File: src/hdl/lkci_pkg.sv
// ----------------------------------------------------------------------------
// LED/key command interface package
// Shared types, codes and constants of the LED/key command interface.
// ----------------------------------------------------------------------------
`default_nettype none

package lkci_pkg;

   localparam int RAM_DEPTH = 16;
   localparam int KEY_BYTES = 4;

   typedef enum logic [1:0] {
      OP_WRITE  = 2'd0,
      OP_STROBE = 2'd1,
      OP_READ   = 2'd2,
      OP_NONE   = 2'd3
   } opcode_type;

   typedef enum logic [1:0] {
      CMD_INVALID = 2'd0,
      CMD_DATA    = 2'd1,
      CMD_DISPLAY = 2'd2,
      CMD_ADDRESS = 2'd3
   } cmd_kind_type;

   localparam logic [7:0] DATA_BAD_MASK   = 8'h39;
   localparam logic [7:0] DATA_READ_BIT   = 8'h02;
   localparam logic [7:0] DATA_FIXED_BIT  = 8'h04;
   localparam logic [7:0] DISPLAY_ON_BIT  = 8'h08;

   typedef struct packed {
      logic [1:0]  opcode;
      logic [7:0]  data_byte;
      logic [23:0] key_matrix;
   } req_type;

   typedef struct packed {
      logic [7:0] read_data;
      logic       read_valid;
      logic       read_error;
      logic       ram_write_valid;
      logic [3:0] ram_write_addr;
      logic [7:0] ram_write_data;
      logic       display_on;
      logic [2:0] brightness;
      logic       command_error;
   } rsp_type;

   // Key byte i carries scan line 2i in bits 0..2 and scan line 2i+1 in bits 4..6.
   function automatic logic [7:0] key_byte(input logic [23:0] km, input logic [1:0] idx);
      logic [5:0] lines;
      case (idx)
         2'd0:    lines = km[5:0];
         2'd1:    lines = km[11:6];
         2'd2:    lines = km[17:12];
         default: lines = km[23:18];
      endcase
      return {1'b0, lines[5:3], 1'b0, lines[2:0]};
   endfunction

endpackage

`default_nettype wire

File: src/hdl/lkci_if.sv
// ----------------------------------------------------------------------------
// LED/key command interface channels
// Valid/ready channels for request and response transfers.
// ----------------------------------------------------------------------------
`default_nettype none

interface lkci_req_if;
   logic              valid;
   logic              ready;
   lkci_pkg::req_type payload;

   modport source (output valid, output payload, input ready);
   modport sink (input valid, input payload, output ready);
endinterface

interface lkci_rsp_if;
   logic              valid;
   logic              ready;
   lkci_pkg::rsp_type payload;

   modport source (output valid, output payload, input ready);
   modport sink (input valid, input payload, output ready);
endinterface

`default_nettype wire

File: src/hdl/led_keyscan_command_interface_unit.sv
// ----------------------------------------------------------------------------
// LED/key command interface unit
// Device side of a strobe-framed serial LED driver with key scan.
//
// Each request transfer carries one event: a byte written inside a frame,
// the strobe ending a frame, or the host clocking out one key byte. Each
// request yields exactly one response transfer with the key read result,
// any display RAM write, the display state after the event and error flags.
// The request is held in an input register; the decoder and state update
// sit between it and the response register, from which the response is
// offered. One request is taken every cycle as long as the receiver keeps
// up. When the receiver stalls, the response register holds, then the
// input register fills, and after that the request channel stops taking
// transfers until the stall ends.
// Synchronous reset empties both registers and returns the frame state to
// the start of a frame with the display off and brightness zero.
// ----------------------------------------------------------------------------
`default_nettype none

module led_keyscan_command_interface_unit (
   input wire logic  clock,
   input wire logic  reset,
   lkci_req_if.sink  req_chan,
   lkci_rsp_if.source rsp_chan
);

   logic              in_valid_ff;
   lkci_pkg::req_type in_item_ff;
   logic              out_valid_ff;
   lkci_pkg::rsp_type out_item_ff;
   lkci_pkg::rsp_type result;
   logic              advance;

   assign advance        = in_valid_ff && (!out_valid_ff || rsp_chan.ready);
   assign req_chan.ready = !in_valid_ff || advance;

   lkci_cmd_decoder decoder (
      .clock  (clock),
      .reset  (reset),
      .step   (advance),
      .item   (in_item_ff),
      .result (result)
   );

   always_ff @(posedge clock) begin
      if (reset) begin
         in_valid_ff  <= 1'b0;
         out_valid_ff <= 1'b0;
      end else begin
         if (req_chan.ready) begin
            in_valid_ff <= req_chan.valid;
         end
         if (advance) begin
            out_valid_ff <= 1'b1;
         end else if (rsp_chan.ready) begin
            out_valid_ff <= 1'b0;
         end
      end
   end

   always_ff @(posedge clock) begin
      if (req_chan.ready && req_chan.valid) begin
         in_item_ff <= req_chan.payload;
      end
      if (advance) begin
         out_item_ff <= result;
      end
   end

   assign rsp_chan.valid   = out_valid_ff;
   assign rsp_chan.payload = out_item_ff;

endmodule

`default_nettype wire

File: src/hdl/lkci_cmd_decoder.sv
// ----------------------------------------------------------------------------
// LED/key command decoder
// Holds the frame state and turns one registered request into one response.
// ----------------------------------------------------------------------------
`default_nettype none

module lkci_cmd_decoder (
   input  wire logic              clock,
   input  wire logic              reset,
   input  wire logic              step,
   input  wire lkci_pkg::req_type item,
   output lkci_pkg::rsp_type      result
);

   logic [3:0] address_pointer_ff, address_pointer_in;
   logic       frame_first_ff, frame_first_in;
   logic       fixed_mode_ff, fixed_mode_in;
   logic       read_mode_ff, read_mode_in;
   logic       address_loaded_ff, address_loaded_in;
   logic [2:0] read_index_ff, read_index_in;
   logic       display_enable_ff, display_enable_in;
   logic [2:0] brightness_ff, brightness_in;

   always_comb begin
      address_pointer_in = address_pointer_ff;
      frame_first_in     = frame_first_ff;
      fixed_mode_in      = fixed_mode_ff;
      read_mode_in       = read_mode_ff;
      address_loaded_in  = address_loaded_ff;
      read_index_in      = read_index_ff;
      display_enable_in  = display_enable_ff;
      brightness_in      = brightness_ff;
      result             = '0;

      case (lkci_pkg::opcode_type'(item.opcode))
         lkci_pkg::OP_WRITE: begin
            if (frame_first_ff) begin
               frame_first_in = 1'b0;
               case (lkci_pkg::cmd_kind_type'(item.data_byte[7:6]))
                  lkci_pkg::CMD_DATA: begin
                     if ((item.data_byte & lkci_pkg::DATA_BAD_MASK) != 8'h00) begin
                        result.command_error = 1'b1;
                     end else if ((item.data_byte & lkci_pkg::DATA_READ_BIT) != 8'h00) begin
                        read_mode_in  = 1'b1;
                        read_index_in = '0;
                     end else begin
                        fixed_mode_in = (item.data_byte & lkci_pkg::DATA_FIXED_BIT) != 8'h00;
                     end
                  end
                  lkci_pkg::CMD_DISPLAY: begin
                     display_enable_in =
                        (item.data_byte & lkci_pkg::DISPLAY_ON_BIT) != 8'h00;
                     brightness_in = item.data_byte[2:0];
                  end
                  lkci_pkg::CMD_ADDRESS: begin
                     address_pointer_in = item.data_byte[3:0];
                     address_loaded_in  = 1'b1;
                  end
                  default: begin
                     result.command_error = 1'b1;
                  end
               endcase
            end else if (address_loaded_ff && !read_mode_ff) begin
               if ({1'b0, address_pointer_ff} < 5'(lkci_pkg::RAM_DEPTH)) begin
                  result.ram_write_valid = 1'b1;
                  result.ram_write_addr  = address_pointer_ff;
                  result.ram_write_data  = item.data_byte;
               end
               if (!fixed_mode_ff) begin
                  address_pointer_in = address_pointer_ff + 4'd1;
               end
            end
         end
         lkci_pkg::OP_STROBE: begin
            frame_first_in    = 1'b1;
            address_loaded_in = 1'b0;
            read_mode_in      = 1'b0;
            read_index_in     = '0;
         end
         lkci_pkg::OP_READ: begin
            if (read_mode_ff && (read_index_ff < 3'(lkci_pkg::KEY_BYTES))) begin
               result.read_data  = lkci_pkg::key_byte(item.key_matrix, read_index_ff[1:0]);
               result.read_valid = 1'b1;
               read_index_in     = read_index_ff + 3'd1;
            end else begin
               result.read_error = 1'b1;
            end
         end
         default: begin
         end
      endcase

      result.display_on = display_enable_in;
      result.brightness = brightness_in;
   end

   always_ff @(posedge clock) begin
      if (reset) begin
         address_pointer_ff <= '0;
         frame_first_ff     <= 1'b1;
         fixed_mode_ff      <= 1'b0;
         read_mode_ff       <= 1'b0;
         address_loaded_ff  <= 1'b0;
         read_index_ff      <= '0;
         display_enable_ff  <= 1'b0;
         brightness_ff      <= '0;
      end else if (step) begin
         address_pointer_ff <= address_pointer_in;
         frame_first_ff     <= frame_first_in;
         fixed_mode_ff      <= fixed_mode_in;
         read_mode_ff       <= read_mode_in;
         address_loaded_ff  <= address_loaded_in;
         read_index_ff      <= read_index_in;
         display_enable_ff  <= display_enable_in;
         brightness_ff      <= brightness_in;
      end
   end

endmodule

`default_nettype wire
File: src/flat_wrapper.sv
// flat-port wrapper written by rule: the top's interface ports become plain ports
module led_keyscan_command_interface_unit_flat 
  (clock, reset, req_chan_valid, req_chan_payload, req_chan_ready, rsp_chan_valid, rsp_chan_payload, rsp_chan_ready);
  lkci_req_if req_chan_i ();
  lkci_rsp_if rsp_chan_i ();
  input wire logic clock;
  input wire logic reset;
  input wire logic [$bits(req_chan_i.valid)-1:0] req_chan_valid;
  input wire logic [$bits(req_chan_i.payload)-1:0] req_chan_payload;
  output wire logic [$bits(req_chan_i.ready)-1:0] req_chan_ready;
  output wire logic [$bits(rsp_chan_i.valid)-1:0] rsp_chan_valid;
  output wire logic [$bits(rsp_chan_i.payload)-1:0] rsp_chan_payload;
  input wire logic [$bits(rsp_chan_i.ready)-1:0] rsp_chan_ready;
  assign req_chan_i.valid = req_chan_valid;
  assign req_chan_i.payload = req_chan_payload;
  assign req_chan_ready = req_chan_i.ready;
  assign rsp_chan_valid = rsp_chan_i.valid;
  assign rsp_chan_payload = rsp_chan_i.payload;
  assign rsp_chan_i.ready = rsp_chan_ready;
  led_keyscan_command_interface_unit u_core (.clock(clock), .reset(reset), .req_chan(req_chan_i), .rsp_chan(rsp_chan_i));
endmodule
File: config.mk
export PLATFORM = sky130hd
export DESIGN_NAME = led_keyscan_command_interface_unit_flat
export DESIGN_NICKNAME = d
export VERILOG_FILES = /design/src/hdl/lkci_pkg.sv /design/src/hdl/lkci_if.sv /design/src/hdl/led_keyscan_command_interface_unit.sv /design/src/hdl/lkci_cmd_decoder.sv /design/src/flat_wrapper.sv
export SDC_FILE = /design/constraint.sdc
export NUM_CORES = 1
export LEC_CHECK = 0
export ABC_AREA = 0
export BUFFER_PORTS_ARGS = -buffer_cell sky130_fd_sc_hd__buf_2
export CAP_MARGIN = 10
export CORE_MARGIN = 1
export CORE_UTILIZATION = 50
export DETAILED_ROUTE_END_ITERATION = 12
export HOLD_SLACK_MARGIN = 0.03
export PLACE_DENSITY = 0.72
export SYNTH_ARGS = -nofsm -noshare
export SYNTH_HDL_FRONTEND = slang
export SYNTH_SLANG_ARGS = --single-unit
File: constraint.sdc
create_clock -name clock -period 2.5 [get_ports clock]
set_input_delay 0.25 -clock clock [delete_from_list [all_inputs] [get_ports clock]]
set_output_delay 0.25 -clock clock [all_outputs]
set_load 0.02 [all_outputs]
# == Word level (Yosys, flattened, before mapping) ==
# Cells that the tools add are included.
# totals
regBits,79
in_bits,38
output_inout_bits,30
wordCells,105
# classes
n_addsub,2
n_lt_le_gt_ge,1
eq_ne,15
mux,33
bitwise,4
reduce_logical,27
# ops
cell,n
two-way mux 3 bit,8
one-hot mux 6 bit (3 select lines),1
two-way mux 4 bit,4
two-way mux 1 bit,14
two-way mux 13 bit,1
AND reduction 6 bit,2
one-hot mux 3 bit (3 select lines),1
"equality test 2 bit, second input constant",4
"!= test 2 x 1 -> 1 bit, second input constant",4
"!= test 2 bit, second input constant",4
one-hot mux 1 bit (2 select lines),4
nonzero test 8 bit,1
AND reduction 7 bit,1
"equality test 2 x 1 -> 1 bit, second input constant",3
AND reduction 2 bit,3
nonzero test 2 bit,3
AND reduction 5 bit,1
"adder 4 x 1 -> 4 bit, second input constant",1
logical AND 1 bit,4
logical NOT 2 bit,2
NOT 1 bit,4
AND reduction 4 bit,1
OR reduction 2 bit,2
"adder 3 x 1 -> 3 bit, second input constant",1
other kinds (5),8

# == Depth between registers and ports, before layout ==
# Gate-level depths: netlist (run 1).
# logic_depth
ltp_word,5
mapped_depth,6

# == Cells and area by module ==
# Synthesis (run 1) repeated with hierarchy kept, for this count alone.
# unflattened
cells_unflattened,221
hier_area_um2,3144.3
# modules_own_cells
mod,instances,cells_per_inst,area_each_um2,seq_area_each_um2
led_keyscan_command_interface_unit,1,72,1965.6,1901.8
lkci_cmd_decoder,1,149,1178.6,300.3

# == Least setup slack after synthesis (run 1) ==
# No wires, ideal clock.
# synth_path
path_type,register -> register
start,register u_core.out_valid_ff (netlist: u_core.rsp_chan.valid)
end,register u_core.in_item_ff[0] (netlist bit) (enable)
setup_ns,0.394
t_arrival_ns,1.670
setup_slack_ns,0.436
stages_incl_launch_ff,4
path_buffers,0
period_less_slack_ns,2.064
path_cell_list,dfxtp_1 nor2b_1 nand2_1 and2_1
# synth_via
elab_chain_cells,5
# synth_rtl
item,line_no,text
"start, declared",led_keyscan_command_interface_unit.sv:29,logic out_valid_ff;
"start signal, assigned",led_keyscan_command_interface_unit.sv:48,out_valid_ff <= 1'b0;
"start signal, assigned",led_keyscan_command_interface_unit.sv:54,out_valid_ff <= 1'b1;
"start signal, assigned",led_keyscan_command_interface_unit.sv:56,out_valid_ff <= 1'b0;
logical NOT 1 bit,led_keyscan_command_interface_unit.sv:34,assign advance = in_valid_ff && (!out_valid_ff || rsp_chan.ready);
logical OR 1 bit,led_keyscan_command_interface_unit.sv:34,
logical AND 1 bit,led_keyscan_command_interface_unit.sv:34,
logical OR 1 bit,led_keyscan_command_interface_unit.sv:35,assign req_chan.ready = !in_valid_ff || advance;
net req_chan_ready,flat_wrapper.sv:10,output wire logic [$bits(req_chan_i.ready)-1:0] req_chan_ready;
logical AND 1 bit,led_keyscan_command_interface_unit.sv:62,if (req_chan.ready && req_chan.valid) begin
"end signal, assigned",led_keyscan_command_interface_unit.sv:63,in_item_ff <= req_chan.payload;
"end, declared",led_keyscan_command_interface_unit.sv:28,lkci_pkg::req_type in_item_ff;
# The timed path passes the listed nets, and every way through them passes these cells.
# A chain may end at the register's enable or synchronous reset.

# == Final worst setup path (run 1) ==
# layout_path
start,register u_core.decoder.frame_first_ff
end,register u_core.decoder.address_pointer_ff[3]
# layout_via
elab_chain_cells,2
# layout_rtl
item,line_no,text
"start, declared",lkci_cmd_decoder.sv:16,"logic frame_first_ff, frame_first_in;"
"start signal, assigned",lkci_cmd_decoder.sv:109,frame_first_ff <= frame_first_in;
!= test 2 x 1 -> 1 bit (no source line) (tied with other cells),--,
AND reduction 5 bit (no source line),--,
"end signal, assigned",lkci_cmd_decoder.sv:108,address_pointer_ff <= address_pointer_in;
"end, declared",lkci_cmd_decoder.sv:15,"logic [3:0] address_pointer_ff, address_pointer_in;"
# Parallel ways exist; a longest one is shown, timed or not.

==> results.tsv, run 1 <==
metric	value	unit
cp-start-kind	flip-flop	
end_kind	flip-flop	
synth.yosys.seq_area_share	0.705	
power_leakage	1.48	nW
fmax	473	MHz
wl	5290	µm
area_delta_synth_final	20.5	%
cts_root_buf	clkbuf_8	
p_per_area	711	nW/µm²
row_count	28	
synth-seq-cells	77	
yosysUniqueCellTypes	37	
setup_violations	0	
crit_arrival	2.34	ns
min_path_type	in2reg	
final_util	0.622	
drtPass1Iterations	4	
routabilityCongestion	0.900	
grt_pass1_wl	8650	µm
status	complete, no violations	
wl_per_cell	14.5	µm
ys_top_cells_by_count	edfxtp_1, nor2_1, dfxtp_1	
cpPeakStageDelay	0.64	ns
fin_tns_setup	0	ns
vias	1883	
synth_top_area_frac	0.593	
initial_core_util	0.517	
yosysTopAreaCell	edfxtp_1	
worstPathMaxFanout	15	
antenna_left	0	
startpoint	u_core.decoder.frame_first_ff	
ir_worst_vdd	0.000395	V
rrSetupSlack	0.38	ns
cts-htree-levels	3	
slew_headroom	0.539	
route.detailed.drc	0	
period_share	0.847	
core_area	5890	µm²
ctsResizeCount	0	
final_area	3660	µm²
via_per_inst	5.14	
die_h	80.0	µm
rr_worst_depth	4	
cp.required	2.72	ns
cts_buffer_depth	2	
grt-ovfl-total	0	
r2r-start	u_core.decoder.frame_first_ff	
synthFlopType	edfxtp_1	
finalHoldViolCount	0	
port_buffers	65	
clk_latency	0.34	ns
place_inst	350	
finalNonFillerCells	366	
cts_tree	done	
drv_cap	0	
cpMaxStageDelayCell	a2111oi_4	
power	2.60	mW
cp-endpoint	u_core.decoder.address_pointer_ff[3]	
synthTopCellsByArea	edfxtp_1, dfxtp_1, nor2_1, and2_1, mux2i_1	
synth_edf_count	60	
antenna_found_initial	0	
final_net_count	330	
cts_buffers	9	
die-width	80.0	µm
ys_warn_count	0	
async_reset_ff_frac	0	
synth_cells	215	
path_class	reg2reg	
io_pins	68	
die_area	6400	µm²
synth.most_common_cell	edfxtp_1	
synthesis.area	3040	µm²
dpl-instance-area	3450	µm²
drive_gt1_frac	0.306	
syn_area_per_cell	14.1	µm²
fin_worst_skew	0.00681	ns
grt_start_max_net_pins	29	
cts_hold_buf	0	
drt_iter0_drc	125	
path_cells	or4b_4, a2111oi_4, mux2i_1, a31oi_1	
timing.rr.end	u_core.decoder.address_pointer_ff[3]	
period_minus_slack	2.12	ns
grt_pass1_vias	1813	
slew_viol_final	0	
clk_pin_slew	0.07	ns
tightest_slew	0.687	ns
dp_hpwl	3770	µm
grt.total_usage	0.188	
antenna_cells	0	
post-cts-setup-buffers	0	
cts_sinks	77	
rsz0062_at_grt	no	
-- critical path, delay by kind of cell (launching register included) --
kind / cells / cell delay (ns)
AO/OA/AOI/OAI: 2 / 0.73
flip-flops: 1 / 0.46
multiplexers: 1 / 0.26
AND/OR/NAND/NOR: 1 / 0.55
-- state kept, by name (all words and copies together) (netlist names) --
signal	count
u_core.in_item_ff	34
u_core.rsp_chan.payload	26
u_core.decoder.address_pointer_ff	4
u_core.decoder.brightness_ff	3
u_core.decoder.read_index_ff	3
u_core.decoder.address_loaded_ff	1
u_core.decoder.display_enable_ff	1
u_core.decoder.fixed_mode_ff	1
u_core.decoder.frame_first_ff	1
u_core.decoder.read_mode_ff	1
u_core.in_valid_ff	1
u_core.rsp_chan.valid	1
-- cell usage in the layout, fill, tap and decap left out, types with 7 or more instances in the layout --
master	instances
clkbuf_8	10
mux2i_1	8
a21oi_1	14
buf_2	65
inv_1	8
dfxtp_1	17
nor2_1	22
edfxtp_1	60
nand3_1	7
and2_1	13
-- stage by stage --
| stage | setup WS [ns] | hold slack, ns |
|---|---|---|
| after detailed placement | 0.412 | 0.428 |
| after global routing | 0.290 | 0.0590 |
| after CTS | 0.402 | 0.0613 |
| final | 0.384 | 0.0756 |
| after global placement | 0.456 | 0.426 |
| after floorplan | 0.436 | 0.349 |
-- logic make-up (layout without fill, tap and decap cells) --
logic type      count (synthesis)  count (layout)  share of synthesized area
buf+inv                        18              93                     0.0247
flops                          77              77                      0.705
compound gates                 34              34                     0.0844
other cells                     1               2                    0.00123
mux                            12              12                     0.0412
simple gates                   67              67                      0.119
fa+ha+maj                       6               6                     0.0247
-- report_power, final --
| part | switching (mW) | internal, mW |
|---|---|---|
| Combinational | 0.0897 | 0.0547 |
| Sequential | 0.0297 | 1.44 |
| Clock | 0.412 | 0.583 |
-- how the worst min path moves through the flow --
stage	slack (ns)	depth (start not counted)	to	startpoint
global placement	0.43	1	u_core.in_item_ff[6]	req_chan_payload[6]
floorplan	0.35	0	u_core.in_item_ff[0]	req_chan_payload[0]
global route	0.06	1	u_core.in_item_ff[16]	req_chan_payload[16]
CTS	0.06	1	u_core.in_item_ff[12]	req_chan_payload[12]
finish	0.08	1	u_core.in_item_ff[4]	req_chan_payload[4]
detailed placement	0.43	1	u_core.in_item_ff[18]	req_chan_payload[18]
-- layout make-up --
cell class	count	area [µm²]
clock buffer	11	141
sequential	77	2140
multi-input combinational	121	827
inverter	8	30.0
timing repair buffer	69	355
tap	75	93.8
fill	480	2220
clock inverter	5	73.8
-- routing by layer --
metal | track usage | vias up | part of all wire
li1 | - | 945 | -
met1 | 0.252 | 867 | 0.46
met2 | 0.285 | 61 | 0.47
met3 | 0.0423 | 10 | 0.042
met4 | 0.100 | 0 | 0.020
met5 | 0 | - | 0
No activity file was read; power rests on OpenSTA's default activity.
==> run 2, diff against run 1 <==
- clock period: 2.5 -> 2.15 ns (I/O delays scaled with it)
==> run 2 against run 1 <==
  * Critical path depth is 1 higher
  * Count of clock-buffer cells in the layout is 2 lower
  * Global-route usage is 0.32 points higher
  * Sequential power is 16% higher
  * Clock power is 20% higher
  * Maximum frequency is 13% higher
  * First-iteration DRC count is 4.0% lower
  * Power is 18% higher
  * Die area stayed put
  * Register-to-register slack worse by 0.11 ns
==> results.tsv, run 2 (same netlist as run 1, synthesis figures left out) <==
metric	value	unit	change
status	complete, no violations		unchanged
timing.rr.end	u_core.decoder.address_pointer_ff[2]		was u_core.decoder.address_pointer_ff[3]
top_register	u_core.in_item_ff		unchanged
power_frac_seq	0.550		was 0.563
path_class	reg2reg		unchanged
die_h	80.0	µm	unchanged
rsz0062_at_grt	no		unchanged
grt_pass1_vias	1824		was 1813
worstPathMaxFanout	8		was 15
power	3.08	mW	was 2.60 mW
initial_core_util	0.517		unchanged
antenna_cells	0		unchanged
rrSetupSlack	0.27	ns	was 0.38 ns
crit_arrival	2.11	ns	was 2.34 ns
routabilityCongestion	0.788		was 0.900
clk_latency	0.34	ns	about the same
grt_pass1_wl	8910	µm	was 8650 µm
cts_tree	done		unchanged
slew_viol_final	0		unchanged
grt.total_usage	0.191		was 0.188
via_per_inst	5.14		about the same
post-cts-setup-buffers	0		unchanged
fin_ws	0.273	ns	was 0.384 ns
final_net_count	346		was 330
clockPowerShare	0.386		was 0.382
finalHoldViolCount	0		unchanged
fin_worst_skew	0.0113	ns	was 0.00681 ns
tightest_slew	0.624	ns	was 0.687 ns
setup_violations	0		unchanged
cts_sinks	77		unchanged
clk_pin_slew	0.09	ns	was 0.07 ns
slew_headroom	0.581		was 0.539
r2r-start	u_core.decoder.read_mode_ff		was u_core.decoder.frame_first_ff
core_area	5890	µm²	unchanged
die-width	80.0	µm	unchanged
cts_buffer_depth	2		unchanged
wl_per_cell	14.3	µm	was 14.5 µm
combPwrFrac	0.063		was 0.055
cp-endpoint	u_core.decoder.address_pointer_ff[2]		was u_core.decoder.address_pointer_ff[3]
dp_worst_setup_slack	0.283	ns	was 0.412 ns
port_buffers	65		unchanged
drive_gt1_frac	0.309		was 0.306
wl	5470	µm	was 5290 µm
area_delta_synth_final	26.0	%	was 20.5%
switching_share	0.218		was 0.204
p_per_area	805	nW/µm²	was 711 nW/µm²
cp.required	2.38	ns	was 2.72 ns
cp-start-kind	flip-flop		unchanged
cts_buffers	9		unchanged
drt_iter0_drc	120		was 125
cts-htree-levels	3		unchanged
vias	1963		was 1883
drtPass1Iterations	4		unchanged
period_share	0.873		was 0.847
grt_start_max_net_pins	29		unchanged
ir_worst_vdd	0.000667	V	was 0.000395 V
antenna_left	0		unchanged
power_leakage	1.55	nW	was 1.48 nW
fin_tns_setup	0	ns	unchanged
dp_hpwl	3710	µm	was 3770 µm
antenna_found_initial	0		unchanged
p_int	2.41	mW	was 2.07 mW
min_path_type	in2reg		unchanged
end_kind	flip-flop		unchanged
layout_common_cells	buf_2, edfxtp_1, nor2_1		unchanged
row_count	28		unchanged
mostFrequentLayoutCell	buf_2		unchanged
rr_worst_depth	5		was 4
largest_reg_flops	34		unchanged
die_area	6400	µm²	unchanged
startpoint	u_core.decoder.read_mode_ff		was u_core.decoder.frame_first_ff
fmax	533	MHz	was 473 MHz
drv_cap	0		unchanged
grt-ovfl-total	0		unchanged
p_sw	0.673	mW	was 0.531 mW
io_pins	68		unchanged
route.detailed.drc	0		unchanged
cts_root_buf	clkbuf_8		unchanged
hold_start	req_chan_payload[23]		was req_chan_payload[4]
period_minus_slack	1.88	ns	was 2.12 ns
## run 2: changes by cell type in the layout (fill, tap and decap cells not counted), moves of 2 or more
cell / change
clkinv_2: -2
dlygate4sd3_1: +11
buf_4: +4
inv_6: +2
## run 2: worst max-delay path: stages (launching register included)
cell and delay [ns]:
dfxtp_1 0.35, or4b_4 0.56, a2111oi_4 0.34, buf_4 0.22, mux2i_1 0.21, a21oi_1 0.08
## run 2: final cells by class
class	instances	area, µm²
clock inverters	7	97.6
inverters	8	30.0
multi-input cells	121	827
well taps	75	93.8
clock buffers	9	124
fillers	459	2060
repair buffers	85	515
flip-flops and latches	77	2140
## run 2: worst min path at each step
stage | to | cells after the start
6_report | u_core.in_item_ff[23] | 1
3_5_place_dp | u_core.in_item_ff[32] | 1
4_1_cts | u_core.in_item_ff[21] | 1
2_1_floorplan | u_core.in_item_ff[0] | 0
5_1_grt | u_core.in_item_ff[21] | 1
3_3_place_gp | u_core.in_item_ff[6] | 1
## run 2: per-layer routing
layer  track usage  share of wire  vias to the layer above  routed length, µm
li1              -              -                      979                  -
met1         0.264           0.44                      899               2410
met2         0.291           0.48                       76               2640
met3        0.0411          0.059                        9                325
met4        0.0857          0.018                        0                 97
met5             0              0                        -                  0
## run 2: per-stage QoR
step / instances / instance area, µm² / hold WS, ns / utilization
2_1_floorplan: 216 / 3040 / 0.314 / -
3_3_place_gp: 355 / 3500 / 0.392 / 0.594
3_5_place_dp: 355 / 3500 / 0.393 / 0.594
4_1_cts: 381 / 3820 / 0.0305 / 0.649
5_1_grt: 382 / 3830 / 0.0302 / 0.651
6_report: 382 / 3830 / 0.0462 / 0.651
## run 2: power by group through the flow
stage                     logic (mW)  registers [mW]  clock network (mW)
after detailed placement       0.181            1.73                   0
final                          0.196            1.70                1.19
after global placement         0.177            1.73                   0
after global routing           0.215            1.70                1.28
after CTS                      0.195            1.70                1.22
after floorplan               0.0784            1.75                   0
## run 2: timing repair
| item | 4_1_cts | 5_1_grt |
|---|---|---|
| endpoints found under the hold margin | 10 | 1 |
| resized for setup | 0 | 0 |
| hold buffers | 10 | 1 |
| setup endpoints to repair | 0 | 0 |
==> run 3, diff against run 2 <==
- SETUP_SLACK_MARGIN: not set -> 0.4
==> run 3 against run 2 <==
  * Design area increased by 5.3%
  * Sequential cell count unchanged
  * Maximum frequency increased by 7.0%
  * Sequential share of layout area decreased by 2.7 points
  * Largest power group unchanged
  * Highest routed layer unchanged
==> results.tsv, run 3 (same netlist as run 1, synthesis figures left out) <==
metric	value	unit	change
die-width	80.0	µm	unchanged
drive_gt1_frac	0.354		was 0.309
cp.required	2.37	ns	was 2.38 ns
slew_headroom	0.652		was 0.581
min_path_type	in2reg		unchanged
via_per_inst	5.06		was 5.14
wl_met3	291	µm	was 325 µm
timing.rr.end	u_core.decoder.address_pointer_ff[3]		was u_core.decoder.address_pointer_ff[2]
core_area	5890	µm²	unchanged
antenna_found_initial	0		unchanged
cp-start-kind	flip-flop		unchanged
multi_input_area	870	µm²	was 827 µm²
slew_viol_final	0		unchanged
initial_core_util	0.517		unchanged
status	complete, no violations		unchanged
r2r-start	u_core.decoder.fixed_mode_ff		was u_core.decoder.read_mode_ff
clk_latency	0.34	ns	about the same
grt_pass1_vias	1808		was 1824
grt-ovfl-total	0		unchanged
regArea	2150	µm²	was 2140 µm²
place_inst	352		was 355
worstHoldPathCells	1		unchanged
crit_arrival	1.97	ns	was 2.11 ns
fin_hold_ws	0.0453	ns	was 0.0462 ns
routabilityCongestion	0.798		was 0.788
clk_pin_slew	0.08	ns	was 0.09 ns
grt_pass1_wl	8820	µm	was 8910 µm
top_register	u_core.in_item_ff		unchanged
drtPass1Iterations	4		unchanged
path_class	reg2reg		unchanged
period_share	0.816		was 0.873
tightest_slew	0.509	ns	was 0.624 ns
finalHoldViolCount	0		unchanged
final_area	4030	µm²	was 3830 µm²
finalNonFillerCells	397		was 382
p_per_area	802	nW/µm²	was 805 nW/µm²
n_fill_cell	451		was 459
end_kind	flip-flop		unchanged
route.detailed.drc	0		unchanged
vias	2007		was 1963
layout_common_cells	buf_2, edfxtp_1, nor2_1, dlygate4sd3_1		was buf_2, edfxtp_1, nor2_1
wl	5760	µm	was 5470 µm
top_layer	met4		unchanged
die_h	80.0	µm	unchanged
hold_start	req_chan_payload[29]		was req_chan_payload[23]
power_leakage	1.63	nW	was 1.55 nW
cts_sinks	77		unchanged
grt_start_max_net_pins	35		was 29
cts_buffers	9		unchanged
cts_buffer_depth	2		unchanged
final_net_count	361		was 346
wl_met2	2770	µm	was 2640 µm
row_count	28		unchanged
largest_reg_flops	34		unchanged
antenna_left	0		unchanged
fmax	570	MHz	was 533 MHz
cts-htree-levels	3		unchanged
fin_ws	0.395	ns	was 0.273 ns
dp_hpwl	3540	µm	was 3710 µm
area_delta_synth_final	32.6	%	was 26.0%
setup_violations	0		unchanged
drt_iter0_drc	183		was 120
dpl-instance-area	3470	µm²	was 3500 µm²
io_pins	68		unchanged
port_buffers	65		unchanged
fin_tns_setup	0	ns	unchanged
cts_root_buf	clkbuf_8		unchanged
ir_worst_vdd	0.000449	V	was 0.000667 V
mostFrequentLayoutCell	buf_2		unchanged
drv_cap	0		unchanged
rsz0062_at_grt	yes		was no
cts_tree	done		unchanged
worstPathMaxFanout	8		unchanged
wl_per_cell	14.5	µm	was 14.3 µm
dp_worst_setup_slack	0.214	ns	was 0.283 ns
rrSetupSlack	0.40	ns	was 0.27 ns
drt-met1-wl	2650	µm	was 2410 µm
grt.total_usage	0.190		was 0.191
min_to	u_core.in_item_ff[29]		was u_core.in_item_ff[23]
die_area	6400	µm²	unchanged
period_minus_slack	1.75	ns	was 1.88 ns
antenna_cells	0		unchanged
fin_worst_skew	0.00494	ns	was 0.0113 ns
rr_worst_depth	5		unchanged
-- run 3: what timing repair did --
action                                  4_1_cts  5_1_grt
pin swaps                                     2        4
gates resized for setup                       4       10
buffers inserted                              2        6
endpoints found under the setup margin       14       56
endpoints found under the hold margin        15        6
hold buffers                                 15        6
-- run 3: how the worst max path moves through the flow --
stage,depth (start not counted),start,slack [ns],to
global route,5,u_core.decoder.fixed_mode_ff,0.32,u_core.decoder.address_pointer_ff[3]
floorplan,4,u_core.decoder.read_mode_ff,0.37,u_core.decoder.address_pointer_ff[3]
CTS,5,u_core.decoder.fixed_mode_ff,0.34,u_core.decoder.address_pointer_ff[3]
global placement,4,u_core.decoder.read_mode_ff,0.29,u_core.decoder.address_pointer_ff[3]
detailed placement,4,u_core.decoder.read_mode_ff,0.21,u_core.decoder.address_pointer_ff[2]
finish,5,u_core.decoder.fixed_mode_ff,0.40,u_core.decoder.address_pointer_ff[3]
-- run 3: layer usage --
metal	vias up	track usage
met3	4	0.0514
met1	922	0.264
met5	-	0
met2	69	0.278
li1	1012	-
met4	0	0.0857
-- run 3: layout make-up --
class	count	share of cell area
multi-input cells	121	0.216
repair buffers	100	0.160
flip-flops and latches	77	0.533
clock buffers	9	0.0307
well taps	75	0.0233
clock inverters	7	0.0304
inverters	8	0.00745
-- run 3: power breakdown --
| group | switching, mW | total [mW] | leakage (nW) | internal (mW) |
|---|---|---|---|---|
| clock | 0.541 | 1.32 | 0.116 | 0.776 |
| combinational | 0.121 | 0.222 | 0.784 | 0.101 |
| sequential | 0.0285 | 1.70 | 0.728 | 1.67 |
-- run 3: worst max-delay path, cell delays in order (launching register included) --
cell and delay, ns:
dfxtp_1 0.32, or4b_4 0.54, a2111oi_4 0.31, buf_6 0.18, mux2i_1 0.18, a31oi_1 0.09
-- run 3: metrics by stage --
step,power [mW],utilization
after floorplan,1.83,-
after global placement,1.90,0.589
after detailed placement,1.91,0.589
after CTS,3.23,0.661
after global routing,3.34,0.685
final,3.24,0.685
